===== config.mk =====
export PLATFORM = sky130hd
export DESIGN_NAME = operand2_barrel_shifter
export DESIGN_NICKNAME = d
export VERILOG_FILES = /design/src/rtl/o2bs_pkg.sv /design/src/rtl/operand2_barrel_shifter.sv /design/src/rtl/o2bs_decode.sv /design/src/rtl/o2bs_rotate.sv /design/src/rtl/o2bs_finish.sv
export SDC_FILE = /design/constraint.sdc
export NUM_CORES = 1
export LEC_CHECK = 0
export ABC_AREA = 1
export BUFFER_PORTS_ARGS = -buffer_cell sky130_fd_sc_hd__buf_4
export CORE_UTILIZATION = 32
export DETAILED_ROUTE_END_ITERATION = 16
export PLACE_DENSITY_LB_ADDON = 0.05
export SYNTH_ARGS = -nofsm -noshare
export SYNTH_HDL_FRONTEND = slang
export SYNTH_HIERARCHICAL = 1
export SYNTH_SLANG_ARGS = --single-unit

===== constraint.sdc =====
create_clock -name clk -period 5.05 [get_ports clk]
set_input_delay 0.505 -clock clk [delete_from_list [all_inputs] [get_ports clk]]
set_output_delay 0.505 -clock clk [all_outputs]
set_load 0.1 [all_outputs]

===== src/rtl/o2bs_pkg.sv =====
`timescale 1ns / 1ps
package o2bs_pkg;

	localparam int unsigned WordW = 32;
	localparam int unsigned InDataW = 136;
	localparam int unsigned OutDataW = 40;
	localparam logic [3:0] PcReg = 4'hF;
	localparam logic [WordW-1:0] PcOffset = 32'd8;
	localparam logic [WordW-1:0] PcAlignMask = ~32'd3;
	localparam logic [7:0] FullWordShift = 8'd32;

	typedef enum logic [1:0] {
		SH_LSL,
		SH_LSR,
		SH_ASR,
		SH_ROR
	} shift_kind_t;

	typedef enum logic [1:0] {
		MK_ALL,
		MK_LEFT,
		MK_RIGHT,
		MK_NONE
	} mask_kind_t;

	typedef enum logic [1:0] {
		CS_FIXED,
		CS_ROT31,
		CS_ROT0
	} carry_sel_t;

	typedef struct packed {
		logic [WordW-1:0] x;
		logic [4:0] rot;
		logic [4:0] amt;
		mask_kind_t mk;
		carry_sel_t cs;
		logic cfix;
		logic fill;
	} dec_t;

	typedef struct packed {
		logic [WordW-1:0] word;
		logic [2:0] rot;
		logic [WordW-1:0] mask;
		carry_sel_t cs;
		logic cfix;
		logic fill;
	} mid_t;

endpackage


===== src/rtl/operand2_barrel_shifter.sv =====
`timescale 1ns / 1ps
// channel  dir  bits  contents
// s_*      in   136   instruction, rm_value, rs_value, program_counter, carry_in
// m_*      out  40    operand_value, carry_out
//
// three register stages: decode and pc fixup, byte rotate with mask build,
// bit rotate with fill and carry select
// one transfer per cycle sustained while m_tready stays high
// arst_n clears the stage valid bits only
// each stage holds while the next one is full and stalled; bubbles close up
module operand2_barrel_shifter (
	input  logic clk,
	input  logic arst_n,
	input  logic s_tvalid,
	output logic s_tready,
	// instruction[31:0], rm_value[63:32], rs_value[95:64], program_counter[127:96],
	// carry_in[128], zero[135:129]
	input  logic [o2bs_pkg::InDataW-1:0] s_tdata,
	output logic m_tvalid,
	input  logic m_tready,
	// operand_value[31:0], carry_out[32], zero[39:33]
	output logic [o2bs_pkg::OutDataW-1:0] m_tdata
);

	logic dec_valid;
	logic dec_ready;
	o2bs_pkg::dec_t dec_data;
	logic mid_valid;
	logic mid_ready;
	o2bs_pkg::mid_t mid_data;
	logic [31:0] operand_value;
	logic carry_out;

	o2bs_decode u_decode (
		.clk             (clk),
		.arst_n          (arst_n),
		.in_valid        (s_tvalid),
		.in_ready        (s_tready),
		.instruction     (s_tdata[31:0]),
		.rm_value        (s_tdata[63:32]),
		.rs_value        (s_tdata[95:64]),
		.program_counter (s_tdata[127:96]),
		.carry_in        (s_tdata[128]),
		.out_valid       (dec_valid),
		.out_ready       (dec_ready),
		.out_data        (dec_data)
	);

	o2bs_rotate u_rotate (
		.clk       (clk),
		.arst_n    (arst_n),
		.in_valid  (dec_valid),
		.in_ready  (dec_ready),
		.in_data   (dec_data),
		.out_valid (mid_valid),
		.out_ready (mid_ready),
		.out_data  (mid_data)
	);

	o2bs_finish u_finish (
		.clk           (clk),
		.arst_n        (arst_n),
		.in_valid      (mid_valid),
		.in_ready      (mid_ready),
		.in_data       (mid_data),
		.out_valid     (m_tvalid),
		.out_ready     (m_tready),
		.operand_value (operand_value),
		.carry_out     (carry_out)
	);

	assign m_tdata = {7'd0, carry_out, operand_value};

`ifndef SYNTHESIS
	a_empty_takes: assert property (@(posedge clk) disable iff (!arst_n)
		!dec_valid |-> s_tready)
		else $error("empty decode stage refuses input");
	a_out_from_mid: assert property (@(posedge clk) disable iff (!arst_n)
		$rose(m_tvalid) |-> $past(mid_valid))
		else $error("output valid without a middle-stage item");
`endif

endmodule


===== src/rtl/o2bs_decode.sv =====
`timescale 1ns / 1ps
module o2bs_decode (
	input  logic clk,
	input  logic arst_n,
	input  logic in_valid,
	output logic in_ready,
	input  logic [31:0] instruction,
	input  logic [31:0] rm_value,
	input  logic [31:0] rs_value,
	input  logic [31:0] program_counter,
	input  logic carry_in,
	output logic out_valid,
	input  logic out_ready,
	output o2bs_pkg::dec_t out_data
);

	logic valid_s1;
	o2bs_pkg::dec_t dec_s1;
	o2bs_pkg::dec_t d;
	logic [31:0] pc8;
	logic [31:0] x;
	logic [31:0] rs;
	logic [7:0] a;
	logic pass;
	logic rrx;
	o2bs_pkg::shift_kind_t kind;

	always_comb begin
		pc8 = (program_counter + o2bs_pkg::PcOffset) & o2bs_pkg::PcAlignMask;
		x = (instruction[3:0] == o2bs_pkg::PcReg) ? pc8 : rm_value;
		rs = (instruction[11:8] == o2bs_pkg::PcReg) ? pc8 : rs_value;
		kind = o2bs_pkg::shift_kind_t'(instruction[6:5]);
		a = 8'd0;
		pass = 1'b0;
		rrx = 1'b0;
		d.x = x;
		d.rot = 5'd0;
		d.amt = 5'd0;
		d.mk = o2bs_pkg::MK_ALL;
		d.cs = o2bs_pkg::CS_FIXED;
		d.cfix = carry_in;
		d.fill = 1'b0;
		if (instruction[25]) begin
			d.x = {24'd0, instruction[7:0]};
			d.rot = {instruction[11:8], 1'b0};
			if (instruction[11:8] != 4'd0) begin
				d.cs = o2bs_pkg::CS_ROT31;
			end
		end else begin
			if (instruction[4]) begin
				a = rs[7:0];
				pass = (a == 8'd0);
			end else begin
				a = {3'd0, instruction[11:7]};
				if (instruction[11:7] == 5'd0) begin
					unique case (kind)
						o2bs_pkg::SH_LSL: pass = 1'b1;
						o2bs_pkg::SH_ROR: rrx = 1'b1;
						o2bs_pkg::SH_LSR,
						o2bs_pkg::SH_ASR: a = o2bs_pkg::FullWordShift;
					endcase
				end
			end
			if (pass) begin
				d.cfix = carry_in;
			end else if (rrx) begin
				// rotate by one, top bit replaced by incoming carry
				d.rot = 5'd1;
				d.amt = 5'd1;
				d.mk = o2bs_pkg::MK_RIGHT;
				d.cfix = x[0];
				d.fill = carry_in;
			end else begin
				unique case (kind)
					o2bs_pkg::SH_LSL: begin
						if (a[7:5] == 3'd0) begin
							d.rot = 5'd0 - a[4:0];
							d.amt = a[4:0];
							d.mk = o2bs_pkg::MK_LEFT;
							d.cs = o2bs_pkg::CS_ROT0;
						end else begin
							d.mk = o2bs_pkg::MK_NONE;
							d.cfix = (a == o2bs_pkg::FullWordShift) ? x[0] : 1'b0;
						end
					end
					o2bs_pkg::SH_LSR: begin
						if (a[7:5] == 3'd0) begin
							d.rot = a[4:0];
							d.amt = a[4:0];
							d.mk = o2bs_pkg::MK_RIGHT;
							d.cs = o2bs_pkg::CS_ROT31;
						end else begin
							d.mk = o2bs_pkg::MK_NONE;
							d.cfix = (a == o2bs_pkg::FullWordShift) ? x[31] : 1'b0;
						end
					end
					o2bs_pkg::SH_ASR: begin
						d.fill = x[31];
						if (a[7:5] == 3'd0) begin
							d.rot = a[4:0];
							d.amt = a[4:0];
							d.mk = o2bs_pkg::MK_RIGHT;
							d.cs = o2bs_pkg::CS_ROT31;
						end else begin
							d.mk = o2bs_pkg::MK_NONE;
							d.cfix = x[31];
						end
					end
					o2bs_pkg::SH_ROR: begin
						if (a[4:0] == 5'd0) begin
							d.cfix = x[31];
						end else begin
							d.rot = a[4:0];
							d.cs = o2bs_pkg::CS_ROT31;
						end
					end
				endcase
			end
		end
	end

	assign in_ready = !valid_s1 || out_ready;

	always_ff @(posedge clk or negedge arst_n) begin
		if (!arst_n) begin
			valid_s1 <= 1'b0;
		end else if (in_ready) begin
			valid_s1 <= in_valid;
		end
	end

	always_ff @(posedge clk) begin
		if (in_valid && in_ready) begin
			dec_s1 <= d;
		end
	end

	assign out_valid = valid_s1;
	assign out_data = dec_s1;

`ifndef SYNTHESIS
	// a full-width pass never picks its carry from the low bit
	a_no_rot0_on_pass: assert property (@(posedge clk) disable iff (!arst_n)
		valid_s1 |-> !(dec_s1.mk == o2bs_pkg::MK_ALL && dec_s1.cs == o2bs_pkg::CS_ROT0))
		else $error("left-shift carry select without left mask");
	// zero or sign results never come from a rotated bit
	a_none_fixed_carry: assert property (@(posedge clk) disable iff (!arst_n)
		(valid_s1 && dec_s1.mk == o2bs_pkg::MK_NONE) |-> dec_s1.cs == o2bs_pkg::CS_FIXED)
		else $error("full-width shift with rotated carry select");
`endif

endmodule


===== src/rtl/o2bs_rotate.sv =====
`timescale 1ns / 1ps
module o2bs_rotate (
	input  logic clk,
	input  logic arst_n,
	input  logic in_valid,
	output logic in_ready,
	input  o2bs_pkg::dec_t in_data,
	output logic out_valid,
	input  logic out_ready,
	output o2bs_pkg::mid_t out_data
);

	logic valid_s2;
	o2bs_pkg::mid_t mid_s2;
	o2bs_pkg::mid_t m;
	logic [31:0] ones;

	always_comb begin
		ones = {32{1'b1}};
		// coarse rotate right by whole bytes
		case (in_data.rot[4:3])
			2'd1:    m.word = {in_data.x[7:0], in_data.x[31:8]};
			2'd2:    m.word = {in_data.x[15:0], in_data.x[31:16]};
			2'd3:    m.word = {in_data.x[23:0], in_data.x[31:24]};
			default: m.word = in_data.x;
		endcase
		unique case (in_data.mk)
			o2bs_pkg::MK_ALL:   m.mask = ones;
			o2bs_pkg::MK_LEFT:  m.mask = ones << in_data.amt;
			o2bs_pkg::MK_RIGHT: m.mask = ones >> in_data.amt;
			o2bs_pkg::MK_NONE:  m.mask = 32'd0;
		endcase
		m.rot = in_data.rot[2:0];
		m.cs = in_data.cs;
		m.cfix = in_data.cfix;
		m.fill = in_data.fill;
	end

	assign in_ready = !valid_s2 || out_ready;

	always_ff @(posedge clk or negedge arst_n) begin
		if (!arst_n) begin
			valid_s2 <= 1'b0;
		end else if (in_ready) begin
			valid_s2 <= in_valid;
		end
	end

	always_ff @(posedge clk) begin
		if (in_valid && in_ready) begin
			mid_s2 <= m;
		end
	end

	assign out_valid = valid_s2;
	assign out_data = mid_s2;

endmodule


===== src/rtl/o2bs_finish.sv =====
`timescale 1ns / 1ps
module o2bs_finish (
	input  logic clk,
	input  logic arst_n,
	input  logic in_valid,
	output logic in_ready,
	input  o2bs_pkg::mid_t in_data,
	output logic out_valid,
	input  logic out_ready,
	output logic [31:0] operand_value,
	output logic carry_out
);

	logic valid_s3;
	logic [31:0] value_s3;
	logic carry_s3;
	logic [31:0] w;
	logic [31:0] v;
	logic c;

	always_comb begin
		// fine rotate right by 0..7
		w = (in_data.word >> in_data.rot)
			| (in_data.word << (6'd32 - {3'd0, in_data.rot}));
		v = (w & in_data.mask) | (~in_data.mask & {32{in_data.fill}});
		case (in_data.cs)
			o2bs_pkg::CS_ROT31: c = w[31];
			o2bs_pkg::CS_ROT0:  c = w[0];
			default:            c = in_data.cfix;
		endcase
	end

	assign in_ready = !valid_s3 || out_ready;

	always_ff @(posedge clk or negedge arst_n) begin
		if (!arst_n) begin
			valid_s3 <= 1'b0;
		end else if (in_ready) begin
			valid_s3 <= in_valid;
		end
	end

	always_ff @(posedge clk) begin
		if (in_valid && in_ready) begin
			value_s3 <= v;
			carry_s3 <= c;
		end
	end

	assign out_valid = valid_s3;
	assign operand_value = value_s3;
	assign carry_out = carry_s3;

`ifndef SYNTHESIS
	// an all-clear mask leaves only zero or the fill everywhere
	a_none_is_flat: assert property (@(posedge clk) disable iff (!arst_n)
		(in_valid && in_ready && in_data.mask == 32'd0)
		|=> (value_s3 == 32'd0 || value_s3 == {32{1'b1}}))
		else $error("full-width shift result not flat");
`endif

endmodule

==> results.py <==
metrics = {
    "die": {
        "die_area_um2": 35000,
        "die_y_um": 187,
        "ios": 182,
        "core_um2": 33600,
        "start_util_pct": 32.6,
        "die_w_um": 187,
        "fp-row-count": 67,
    },
    "route": {
        "wire_per_inst_um": 17.2,
        "routed_wl_mm": 34.2,
        "drt_iter0_markers": 665,
        "ant_nets": 0,
        "drc_errors": 0,
        "post_drt_via_cell_ratio": 4.92,
        "drtPass1Iterations": 5,
        "vias": 9780,
    },
    "pwr": {
        "power_density_nw_per_um2": 352,
        "p_seq_share_pct": 38.8,
        "netSwitchingFraction_pct": 37.7,
        "max-vdd-ir-drop_mv": 0.239,
        "pwr-share-clk_pct": 29.2,
        "p_leak_nw": 5.53,
        "internal-power_w": 0.00279,
        "p_switching_w": 0.00169,
        "comb_power_share_pct": 32.0,
    },
    "synth": {
        "yosysUniqueCellTypes": 57,
        "yosys_register_bits": 155,
        "synth_edf_count": 152,
        "synth.cell_area_um2": 11000,
        "synth-async-reset-ratio_pct": 1.94,
        "yosysSeqAreaShare_pct": 42.3,
        "synth.area.top_cells": "edfxtp_1 42%, nand2_1 17%, nand3_1 5.7%, nor2_1 3.6%, inv_1 3.5%",
        "syn_avg_cell_area_um2": 7.61,
        "synth_top_flop_cell": "edfxtp_1",
        "syn_inst": 1441,
        "yosys_warnings": 6,
        "yosysTopAreaCellShare_pct": 41.6,
        "synth.largest_area_cell": "edfxtp_1",
    },
    "grt": {
        "antenna_found_initial": 0,
        "gr-total-overflow": 0,
        "grt_max_degree": 72,
        "grt_pass1_vias": 9526,
        "grtUsageTotal_pct": 19.9,
        "grt_first_pass_wirelength_mm": 53.9,
    },
    "critical_path": {
        "critPathBufInv": 3,
        "timing.rr.start": "u_rotate/out_data[36]",
        "worstPathCellList": "inv_8, ha_1, buf_4, inv_1, nand3_1, nand3_1, nand2_1, nand2_1, nand3_2, nand2_1, o21ai_0",
        "path_delay_family": "buffers and inverters",
        "cp.arrival_ns": 3.09,
        "slowest_stage": "inv_1",
        "crit_path_end_kind": "register",
        "crit_top_cell": "nand2_1",
        "crit_type": "register to register",
        "max_stage_delay_ns": 0.55,
        "cp.required_ns": 5.22,
        "cp-startpoint": "u_rotate/out_data[36]",
        "crit_fanout": 36,
        "start_kind": "register",
    },
    "clock_tree": {
        "post_cts_buffers": 0,
        "clkTransAtPathRegs_ns": 0.07,
        "clock_path_buffers": 2,
        "h-tree-depth": 4,
        "cts_root_buf": "clkbuf_16",
        "cts_hold_buf": 1,
        "numCtsBuffers": 17,
        "cts_resized": 0,
        "clk_latency_ns": 0.43,
        "cts_tree": "done",
        "cts_sinks": 155,
    },
    "timing": {
        "timing.fmax_mhz": 343,
        "tns_ns": 0,
        "rsz0062_at_grt": "no",
        "hold_violations": 0,
        "period_minus_slack_ns": 2.92,
        "worst_slew_pin_slew_ns": 1.24,
        "post-route-period-util_pct": 57.8,
        "finalClockSkew_ns": 0.0109,
        "setup-violations-final": 0,
        "drv_slew": 0,
        "slew_headroom_pct": 17.0,
    },
    "finish": {
        "num-nets-final": 1679,
        "instances_no_fill": 1989,
        "drive_gt1_share_pct": 17.5,
        "antenna-diode-count": 0,
        "post-route-util_pct": 37.9,
        "stdcell_area_um2": 12700,
        "area_growth_pct": 16.1,
        "nFillCells": 3554,
    },
    "placed_design": {
        "globalplace.congestion": 0.916,
        "dp.cells": 1956,
        "io_buffers": 122,
        "dpl.hpwl_mm": 26.6,
        "dpl_cell_area_um2": 12100,
    },
    "job": {
        "cap_violations": 0,
    },
    "min_path": {
        "hp-class": "primary input to register",
        "hp-start": "s_tvalid",
    },
    "status": {
        "outcome": "finished, final reports clean",
    },
}
-- metrics by stage --
stage	worst slack [ns]	power, W	hold WS [ns]
CTS	2.14	0.00453	0.282
global placement	2.06	0.00320	0.297
finish	2.13	0.00448	0.302
floorplan	0.0610	0.00279	0.209
global route	1.85	0.00472	0.306
detailed placement	2.08	0.00320	0.300
-- placed cells by master (no fill, tap or decap), types with 3 or more instances in the layout --
cell        Yosys  layout
xnor2_1         4       4
nand3_2         8       8
o211ai_1       18      18
nand2_4         7       7
buf_4          14     134
inv_2          19      19
nand3_1       124     124
conb_1          1       7
nand4_1        42      42
o21ai_0        60      60
and2_1          4       4
nand2_1       495     495
xor2_1         20      20
nand3b_1        6       6
o22ai_1         3       3
edfxtp_1      152     152
inv_1         103     103
nor2_2         10      10
nand2_2        19      19
clkinvlp_4      0       3
a21oi_1        37      34
clkbuf_1       18       3
bufinv_16       0       3
clkbuf_16       0      17
nor2_4          8       8
dfrtp_1         3       3
nor3_2          5       5
o21ai_2        10      10
o21ai_1        42      42
ha_1           11      11
nor3_1          8       8
a31oi_1         9       9
or2_2           6       6
clkinv_2        0       3
a21oi_4         0       3
nor2_1        105     105
-- routing by layer --
metal	vias to the layer above	share of wire [%]	global-route usage, %
met1	4503	47	26.9
li1	4974	-	-
met2	269	47	32.9
met3	34	3.9	2.48
met5	-	0	0
met4	0	2.2	6.27
-- logic make-up after synthesis --
family / synth area share [%]
multiplexers: 0.183
buffers and inverters: 8.53
XOR/XNOR: 1.92
flip-flops: 42.3
other: 0.0342
adder cells (fa/ha/maj): 1.25
AND/OR/NAND/NOR: 35.6
AO/OA/AOI/OAI: 10.1
-- final timing paths --
path | cells after the start | to | slack [ns]
setup / recovery | 11 | u_finish/operand_value[31] | 2.13
hold / removal | 3 | u_decode/out_valid | 0.30
setup reg to reg | 11 | u_finish/operand_value[31] | 2.13
hold reg to reg | 0 | u_rotate/out_data[1] | 0.42
max in group asynchronous | 2 | u_decode/out_valid | 4.56
min in group asynchronous | 2 | u_rotate/out_valid | 0.40
-- sequential cells by signal, summed over array words and instances (netlist names) --
signal                  flops
u_rotate/out_data          71
u_decode/out_data          48
u_finish/operand_value     32
u_decode/out_valid          1
u_finish/carry_out          1
u_finish/out_valid          1
u_rotate/out_valid          1
-- synthesized netlist by cell type, types with 3 or more instances --
library cell / number
nand3b_1: 6
nor3_1: 8
nor2_1: 105
nand2_2: 19
o21ai_0: 60
nor3_2: 5
nand3_1: 124
xnor2_1: 4
and2_1: 4
buf_4: 14
clkbuf_1: 18
o211ai_1: 18
nand2_4: 7
nor2_4: 8
dfrtp_1: 3
buf_2: 30
ha_1: 11
edfxtp_1: 152
o21ai_1: 42
nand4_1: 42
xor2_1: 20
inv_1: 103
nand2_1: 495
o21ai_2: 10
inv_2: 19
nor2_2: 10
a21oi_1: 37
nand3_2: 8
o22ai_1: 3
or2_2: 6
buf_6: 6
a31oi_1: 9
-- layout make-up --
cell class | count | area, µm² | share of cell area [%]
multi-input cells | 1095 | 5450 | 42.8
flip-flops and latches | 155 | 4640 | 36.4
repair buffers | 135 | 1020 | 7.98
well taps | 448 | 561 | 4.40
inverters | 124 | 473 | 3.71
clock buffers | 21 | 450 | 3.54
clock inverters | 11 | 145 | 1.14
-- power by group through the flow --
stage	Clock (W)	Combinational, W	Sequential (W)
2_1_floorplan	0	0.000774	0.00201
3_3_place_gp	0	0.00144	0.00177
3_5_place_dp	0	0.00143	0.00177
4_1_cts	0.00135	0.00144	0.00174
5_1_grt	0.00140	0.00156	0.00176
6_report	0.00131	0.00143	0.00174
-- tightest hold or removal path: stages --
cell	delay, ns
buf_4	0.08
inv_1	0.05
nand2_1	0.06
(Power assumes the default switching activity.)
